==> src/hw/rtl/lge_grid_mem.sv <==
// ----------------------------------------------------------------------------
// Life generation engine grid memory
// One row per word, one write and one registered read a cycle. A valid bit
// per row makes rows that were never written read as all dead after reset.
// ----------------------------------------------------------------------------
module lge_grid_mem #(
  parameter int DEPTH = 64,
  parameter int WIDTH = 64
) (
  input  logic                     clk,
  input  logic                     rst_n,
  input  logic                     rd_en,
  input  logic [$clog2(DEPTH)-1:0] rd_addr,
  output logic [WIDTH-1:0]         rd_data,
  input  logic                     wr_en,
  input  logic [$clog2(DEPTH)-1:0] wr_addr,
  input  logic [WIDTH-1:0]         wr_data
);

  logic [WIDTH-1:0] mem [DEPTH];
  logic [DEPTH-1:0] row_valid_r;
  logic [WIDTH-1:0] rd_q_r;
  logic             rd_vld_r;

  // Storage write and registered read.
  always_ff @(posedge clk) begin
    if (wr_en) begin
      mem[wr_addr] <= wr_data;
    end
    if (rd_en) begin
      rd_q_r <= mem[rd_addr];
    end
  end

  // Row valid bits and the valid flag of the word being read.
  always_ff @(posedge clk) begin
    if (!rst_n) begin
      row_valid_r <= '0;
      rd_vld_r    <= 1'b0;
    end else begin
      if (wr_en) begin
        row_valid_r[wr_addr] <= 1'b1;
      end
      if (rd_en) begin
        rd_vld_r <= row_valid_r[rd_addr];
      end
    end
  end

  // A row never written reads as all dead.
  assign rd_data = rd_vld_r ? rd_q_r : '0;

endmodule

==> config.mk <==
export PLATFORM = sky130hd
export DESIGN_NAME = lge_grid_mem
export DESIGN_NICKNAME = d
export VERILOG_FILES = /design/src/hw/rtl/lge_grid_mem.sv
export SDC_FILE = /design/constraint.sdc
export NUM_CORES = 2
export LEC_CHECK = 0
export BUFFER_PORTS_ARGS = -buffer_cell sky130_fd_sc_hd__buf_4
export CAP_MARGIN = 10
export CORE_UTILIZATION = 32
export CTS_CLUSTER_SIZE = 24
export DETAILED_ROUTE_END_ITERATION = 12
export GPL_ROUTABILITY_DRIVEN = 0
export GPL_TIMING_DRIVEN = 0
export MAX_ROUTING_LAYER = met4
export SETUP_SLACK_MARGIN = 0.2
export SLEW_MARGIN = 5
export SYNTH_ARGS = -nofsm -noshare
export SYNTH_HDL_FRONTEND = slang
export SYNTH_SLANG_ARGS = --single-unit
==> constraint.sdc <==
create_clock -name clk -period 6.8 [get_ports clk]
set_input_delay 0.68 -clock clk [delete_from_list [all_inputs] [get_ports clk]]
set_output_delay 0.68 -clock clk [all_outputs]
set_load 0.02 [all_outputs]
==> impl_metrics.toml <==
[detailed_routing]
first_iter_violations = 8896
post-route-drc-count = 48
drt-wirelength-per-cell_um = 30.8
via_count = 73946
drt_wl_total_mm = 436
firstDrtPassIters = 9
drtAntennaViolNets = 0
viasPerCell = 5.23

[critical_path]
start_kind = "input port"
cp-startpoint = "rd_addr[2]"
critPathRequiredTime_ps = 7380
end_kind = "flop"
worstSetupPathType = "in2reg"
regToRegSetupSlack_ps = 4150
path_buf_inv = 4
crit_slowest_cell = "buf_2"
reg2reg_from = "mem[55][23]$_DFFE_PP_"
crit_family = "buffers and inverters"
slowest_delay_ps = 900
ff2ff_path_depth = 4
crit_path_max_fanout = 10
rr_endpoint = "rd_q_r[23]$_DFFE_PP_"
crit_chain = "buf_2 -> buf_4 -> buf_2 -> clkbuf_1 -> mux4_2 -> mux4_2 -> a22oi_1 -> nand2_1"
critPathArrivalTime_ps = 5060

[final_layout]
multi_input_area_sq_um = 32400
nets = 7204
syn_to_final_growth_pct = 17.6
final.fill_count = 43763
register_area_sq_um = 126000
drive_gt1_share_pct = 33.2

[sta]
fin_crit_sh_pct = 66.0
slew_headroom_pct = 13.0
skew_ps = 49.2
period_needed_ps = 4490
setup_ws_ps = 2310
setup_tns_ps = 0
hold_viol = 0
clock.fmax_mhz = 223
worst_slew_pin_slew_ps = 1300
rsz0062_at_grt = "no"
setup_viol = 0
drv_slew = 0

[clock_network]
clkTransAtPathRegs_ps = 70
worstSkewPairLatency_ps = 940
cts_tree = "done"
post_cts_resized = 0
cts_hold_buf = 0
numCtsBuffers = 400
h-tree-depth = 5
post_cts_buffers = 0
cts_root_buffer = "clkbuf_16"
cts_sinks = 4225
clockBufferDepth = 4

[floorplanning]
dieHeight_um = 708
fp.coreArea_sq_um = 495000
rows = 258
die_w_um = 708
dieArea_sq_um = 501000
ioPinCount = 144
initial_core_util_pct = 32.2

[place]
place_ws_ps = 1400
hpwl_mm = 307
io_buffers = 136

[synth]
ys_seq_elements = 4225
ys_types = 30
synthArstFlopShare_pct = 0
synthTopCellsByCount = "edfxtp_1, mux4_2, clkbuf_1"
postSynthAreaPerCell_sq_um = 25.2
yosys_warnings = 0
syn_nets = 6400
synth_most_common_cell = "edfxtp_1"
yosys.area.top_type = "edfxtp_1"
synth_area_leaders = "edfxtp_1, mux4_2, dfxtp_1"
synth_area_sq_um = 160000
ys_seq_area_share_pct = 79.1
ys.flop_type = "edfxtp_1"
synth_cells = 6320
synth_top_area_share_pct = 78.3
synth_edf_count = 4160

[worst_hold_path]
hold_end = "row_valid_r[3]$_SDFFE_PN0P_"
min_from = "rst_n"
min_path_type = "in2reg"
hold_depth = 2

[power_and_ir_drop]
vdd.ir_drop.worst_mv = 0.216
cellPowerDensity_nw_per_um2 = 287
leakagePower_nw = 57.3
design_power_total_mw = 53.8

[grt]
gr-usage-all-layers_pct = 17.5
grt_remaining_overflow = 0
grt_max_degree = 67
grt_pass1_vias = 76021
antenna_found_initial = 59
grt_pass1_wl_mm = 599

[outcome]
status = "finished, violations left"
violations = "design-rule violations"

[run]
maxCapViolations = 0
==> cells in the final DEF (no fill, tap or decap), types with 56 or more instances in the layout <==
master     Yosys  final
mux4_2      1290   1290
nand2_1       72     72
buf_4          4    162
clkinv_2       0     70
and2_1        65     65
buf_2        109    112
clkbuf_16      0    406
buf_16         0     56
clkbuf_1     188    240
buf_12         0    165
a22oi_1      131    131
dfxtp_1       65     65
clkinv_1       0     85
o21a_1        64     64
nor2_4         0     61
edfxtp_1    4160   4160
==> worst max-delay path by stage <==
stage	endpoint	cells after the start
2_1_floorplan	mem[40][0]$_DFFE_PP_	3
3_3_place_gp	mem[48][0]$_DFFE_PP_	4
3_5_place_dp	rd_q_r[23]$_DFFE_PP_	8
4_1_cts	rd_q_r[23]$_DFFE_PP_	8
5_1_grt	rd_q_r[23]$_DFFE_PP_	8
6_report	rd_q_r[23]$_DFFE_PP_	8
==> cell families after synthesis <==
logic type / share of synthesized area, %
flip-flops: 79.1
multiplexers: 18.2
buffers and inverters: 0.911
AND/OR/NAND/NOR: 0.749
AO/OA/AOI/OAI: 0.989
==> flip-flops by register name (all words and copies together) (netlist names) <==
name and cells:
mem 4096, rd_q_r 64, rd_vld_r 1, row_valid_r 64
==> cell type report <==
type,instances,area share (%)
clock buffer,484,5.58
tap,6630,4.42
antenna,54,0.0720
multi-input combinational,1754,17.2
buffer,341,0.793
clock inverter,247,1.29
timing repair buffer,402,3.36
sequential,4225,67.2
==> power by group <==
group          internal (mW)  total (mW)  leakage (nW)  switching [mW]
clock network           12.6        22.2          6.26            9.65
logic                   1.05        2.72          13.1            1.68
registers               28.8        28.9          38.0          0.0570
total                   42.4        53.8          57.3            11.4
==> metal layers <==
layer  up-vias  track usage [%]  part of all wire, %
li1      29280                -                    -
met1     40589             21.4                   37
met2      3389             29.4                   51
met3       688             3.77                  9.0
met4         0             4.99                  3.0
met5         -                -                    0
==> through the flow <==
step | utilization, % | cell area [sq um] | std cells | hold WS, ps
floorplan | - | 160000 | 6320 | 433
CTS | 37.9 | 187000 | 14077 | 138
global route | 37.9 | 188000 | 14111 | 212
global placement | 34.1 | 169000 | 13086 | 441
detailed placement | 35.3 | 175000 | 13346 | 447
finish | 37.9 | 188000 | 14137 | 208
==> worst register-to-register path, cell delays in order (launching register included) <==
cell and delay [ps]:
edfxtp_1 370, mux4_2 470, mux4_2 520, a22oi_1 650
nand2_1 280
(Power assumes the default switching activity.)
