==> config.mk <==
export PLATFORM = sky130hd
export DESIGN_NAME = lge_row_unit
export DESIGN_NICKNAME = d
export VERILOG_FILES = /design/src/hw/rtl/lge_pkg.sv /design/src/hw/rtl/lge_row_unit.sv
export SDC_FILE = /design/constraint.sdc
export NUM_CORES = 1
export LEC_CHECK = 0
export BUFFER_PORTS_ARGS = -buffer_cell sky130_fd_sc_hd__buf_4
export CAP_MARGIN = 10
export CORE_MARGIN = 2
export CORE_UTILIZATION = 55
export DETAILED_ROUTE_END_ITERATION = 12
export PLACE_DENSITY = 0.89
export SLEW_MARGIN = 20
export SYNTH_ARGS = -nofsm -noshare
export SYNTH_HDL_FRONTEND = slang
export SYNTH_SLANG_ARGS = --single-unit
==> constraint.sdc <==
create_clock -name vclk -period 9.16
set_input_delay 0.458 -clock vclk [all_inputs]
set_output_delay 0.458 -clock vclk [all_outputs]
set_load 0.03 [all_outputs]
==> src/hw/rtl/lge_pkg.sv <==
// ----------------------------------------------------------------------------
// Life generation engine package
// Shared constants and the per-cell rule for the B3/S23 generation engine.
// ----------------------------------------------------------------------------
package lge_pkg;

  // Field widths of the channels and the configuration port.
  localparam int MODE_W = 2;
  localparam int COL_W  = 6;
  localparam int ROW_W  = 6;
  localparam int CFG_W  = 7;
  localparam int APB_AW = 3;
  localparam int APB_DW = 32;

  // Item modes.
  localparam logic [MODE_W-1:0] MODE_READ   = 2'd0;
  localparam logic [MODE_W-1:0] MODE_TOGGLE = 2'd1;
  localparam logic [MODE_W-1:0] MODE_STEP   = 2'd2;

  // Register indexes, taken from address bit 2.
  localparam logic CFG_IDX_WIDTH  = 1'b0;
  localparam logic CFG_IDX_HEIGHT = 1'b1;

  // Register reset values.
  localparam logic [CFG_W-1:0] RESET_WIDTH  = 7'd40;
  localparam logic [CFG_W-1:0] RESET_HEIGHT = 7'd24;

  // Rule constants.
  localparam logic [3:0] BIRTH_COUNT  = 4'd3;
  localparam logic [3:0] SURVIVE_LOW  = 4'd2;
  localparam logic [3:0] SURVIVE_HIGH = 4'd3;

  // Next state of one cell from its own state and its eight neighbors.
  function automatic logic life_next(input logic alive, input logic [7:0] nbrs);
    logic [3:0] cnt;
    cnt = 4'd0;
    for (int i = 0; i < 8; i++) begin
      cnt = cnt + {3'd0, nbrs[i]};
    end
    if (alive) begin
      life_next = (cnt >= SURVIVE_LOW) && (cnt <= SURVIVE_HIGH);
    end else begin
      life_next = (cnt == BIRTH_COUNT);
    end
  endfunction

endpackage

==> src/hw/rtl/lge_row_unit.sv <==
// ----------------------------------------------------------------------------
// Life generation engine row unit
// Computes the next generation of one whole row from the old rows above,
// here and below. Columns outside the active width count as dead and keep
// their stored value.
// ----------------------------------------------------------------------------
module lge_row_unit #(
  parameter int MAX_WIDTH = 64
) (
  input  logic [$clog2(MAX_WIDTH+1)-1:0] act_w,
  input  logic [MAX_WIDTH-1:0]           above,
  input  logic [MAX_WIDTH-1:0]           here,
  input  logic [MAX_WIDTH-1:0]           below,
  output logic [MAX_WIDTH-1:0]           new_row
);
  import lge_pkg::*;

  localparam int WW = $clog2(MAX_WIDTH + 1);

  logic [MAX_WIDTH-1:0] wmask;
  logic [MAX_WIDTH-1:0] ma, mh, mb;
  logic [MAX_WIDTH-1:0] al, ar, hl, hr, bl, br;

  // Window mask: one for every column in use.
  always_comb begin
    for (int c = 0; c < MAX_WIDTH; c++) begin
      wmask[c] = (WW'(c) < act_w);
    end
  end

  // Masked rows and their left and right neighbor views.
  assign ma = above & wmask;
  assign mh = here & wmask;
  assign mb = below & wmask;
  assign al = {ma[MAX_WIDTH-2:0], 1'b0};
  assign ar = {1'b0, ma[MAX_WIDTH-1:1]};
  assign hl = {mh[MAX_WIDTH-2:0], 1'b0};
  assign hr = {1'b0, mh[MAX_WIDTH-1:1]};
  assign bl = {mb[MAX_WIDTH-2:0], 1'b0};
  assign br = {1'b0, mb[MAX_WIDTH-1:1]};

  // One rule lane per column.
  always_comb begin
    for (int c = 0; c < MAX_WIDTH; c++) begin
      if (wmask[c]) begin
        new_row[c] = life_next(mh[c], {al[c], ma[c], ar[c], hl[c], hr[c],
                                       bl[c], mb[c], br[c]});
      end else begin
        new_row[c] = here[c];
      end
    end
  end

endmodule

==> metrics.txt <==
Initial DRC Count=between 600 and 700; pwr dens=139.6 mW/mm^2; Worst Hold Depth=4; Routed Antenna Nets=0; vias in the first global route=about 13000; HP Class=input pin to output port; Final #Nets=about 2500; Die Wd=between 150 and 200 um; area growth from synthesis to layout=17.72%; share of post-route cells with drive strength above 1=16.17%; Via Count=between 10000 and 15000; Post-CTS Hold Buffers=0; synthesized net count=roughly 2300; maximum vdd drop=0.09470 mV; crit path DAT=5720 ps; die area=about 0.025 mm^2; Setup TNS=0 ps; largest net degree at the start of global routing=35; initial core utilization=between 50% and 60%; Netlist cell types=50; first-pass GRT wire length=approximately 57000 um; Port Buf Inserts=between 200 and 300; register area share after synthesis=0%; Setup-failing EPs final=0; Die Span Y=157.5 um; Slew Viols, Final=0; Placed Cells=between 2000 and 2500; startpoint types=input pin; Leak Pwr=between 0.008 and 0.009 uW; GRT Residual Overflow=0; Critical Path RT=between 8000 and 9000 ps; Crit Path Category=input pin to output port; num rows=between 50 and 60; pre-CTS setup slack=2988 ps; WHS Endpoint=new_row[55]; Detailed Place HPWL=between 30000 and 40000 um; design area=0.01526 mm^2; clkbuf count=0; placed cell area=~0.015 mm^2; Final Hold Fails=0; num sequential=0; post_cts resized=0; Post-Syn Instances=approximately 1600; Worst setup EP type=output port; routability congestion estimate=between 0.9 and 1; setup bufs post-CTS=0; Filler cells=approximately 1900; Synth Area per Inst=between 7 and 8 um^2; Via density=5.413; core area=between 0.02 and 0.025 mm^2; area of the multi-input gates=0.01128 mm^2; final setup margin=roughly 3000 ps; Finished Layout Cells=roughly 2200; Routed WL=34740 um; Routed WL per cell=between 15 and 20 um; Max-slew headroom=25.45%; Ys Warns=0; DRT Pass-1 Iters=5; measured slew at the worst slew-check pin=between 1000 and 1500 ps; Hold Crit Start=here[55]; n_diodes=0; total track usage=between 20 and 30%; initial antenna violation count=0; Tcrit/Tclk final=approximately 67%; status=completed; fmax=0.1618 GHz; Post-route DRC=0; Worst Path Max Fanout=15; Post-Syn Area=between 0.01 and 0.015 mm^2; register area=0 um^2; Final Critical Period=approximately 6000 ps; MaxCap Viol Count=0; RSZ-0062 raised after global routing=no; # IOs=263
## worst max-delay path: stages
cell and delay, ps:
buf_4 160, o21ai_1 870, o21ai_0 460, and2_1 320
inv_1 140, fa_1 430, fa_1 490, fa_1 500
inv_1 40, ha_1 190, inv_1 70, fa_1 420
or4b_2 650, a21oi_1 140, a21oi_1 50, a21oi_1 150
buf_4 180
## Yosys cell counts, drive strengths merged, types with 3 or more instances
cell | count | area share [%]
inv | 423 | 12
fa | 225 | 35
ha | 215 | 21
a21oi | 198 | 7.6
nand2 | 196 | 5.7
nor2 | 73 | 2.1
o21ai | 51 | 2.0
and2 | 43 | 2.1
a21o | 23 | 1.3
or4b | 22 | 1.7
and3 | 19 | 0.92
o21bai | 17 | 0.98
nor4b | 12 | 0.81
xor2 | 12 | 0.81
buf | 11 | 0.52
clkbuf | 10 | 0.29
a31oi | 9 | 0.43
a31o | 8 | 0.61
mux2i | 8 | 0.62
nand2b | 8 | 0.39
nand3 | 8 | 0.31
xnor2 | 6 | 0.41
a211oi | 5 | 0.29
nor2b | 4 | 0.19
nor3 | 4 | 0.23
nand4b | 3 | 0.20
nor3b | 3 | 0.17
## layer usage
metal  up-vias  track usage [%]  share of wire [%]
met5         -                0                  0
met4         0            9.957                4.1
met3        94            5.782                7.9
met2       420            51.63                 50
met1      5700            32.31                 38
li1       5721                -                  -
## cell families (layout without fill, tap and decap cells)
family	after synthesis	after routing	synth area share [%]
mux	10	10	0.7914
buf+inv	444	689	13.06
xor+xnor	18	18	1.216
simple gates	404	404	15.31
compound gates	325	325	14.14
fa+ha+maj	440	440	55.49
## cells in the final DEF (no fill, tap or decap), types with 4 or more instances in the layout
cell type	count
inv_1	423
buf_4	266
fa_1	225
ha_1	215
a21oi_1	198
nand2_1	196
nor2_1	73
o21ai_0	48
and2_1	42
a21o_1	23
or4b_2	22
and3_1	19
o21bai_1	17
xor2_1	12
nor4b_1	12
a31oi_1	9
nand3_1	8
mux2i_1	8
nand2b_1	8
a31o_2	6
xnor2_1	6
a211oi_1	5
nor2b_1	4
## how the worst max path moves through the flow
| stage | startpoint | slack (ps) | to |
|---|---|---|---|
| 6_report | act_w[1] | 2980 | new_row[28] |
| 5_1_grt | act_w[1] | 2760 | new_row[28] |
| 4_1_cts | act_w[1] | 2940 | new_row[28] |
| 3_5_place_dp | act_w[1] | 2990 | new_row[28] |
| 3_3_place_gp | act_w[1] | 3040 | new_row[28] |
| 2_1_floorplan | act_w[2] | 3480 | new_row[30] |
## report_power, final
group / switching (uW) / total, uW / internal [uW]
Clock: 0 / 0 / 0
Combinational: 1240 / 2130 / 889
Sequential: 0 / 0 / 0
Total: 1240 / 2130 / 889
## metrics by stage
stage | power [uW] | hold WS [ps] | utilization (%)
floorplan | 1482 | 1135 | -
global placement | 1980 | 1297 | 65.41
detailed placement | 2117 | 1293 | 65.41
CTS | 2130 | 1293 | 65.41
global route | 2413 | 1329 | 65.41
finish | 2130 | 1298 | 65.41
## layout make-up
cell class	count	share of cell area, %
inverter	423	10.40
tap	319	2.615
timing repair buffer	266	13.08
multi-input combinational	1197	73.90
(Power assumes the default switching activity.)
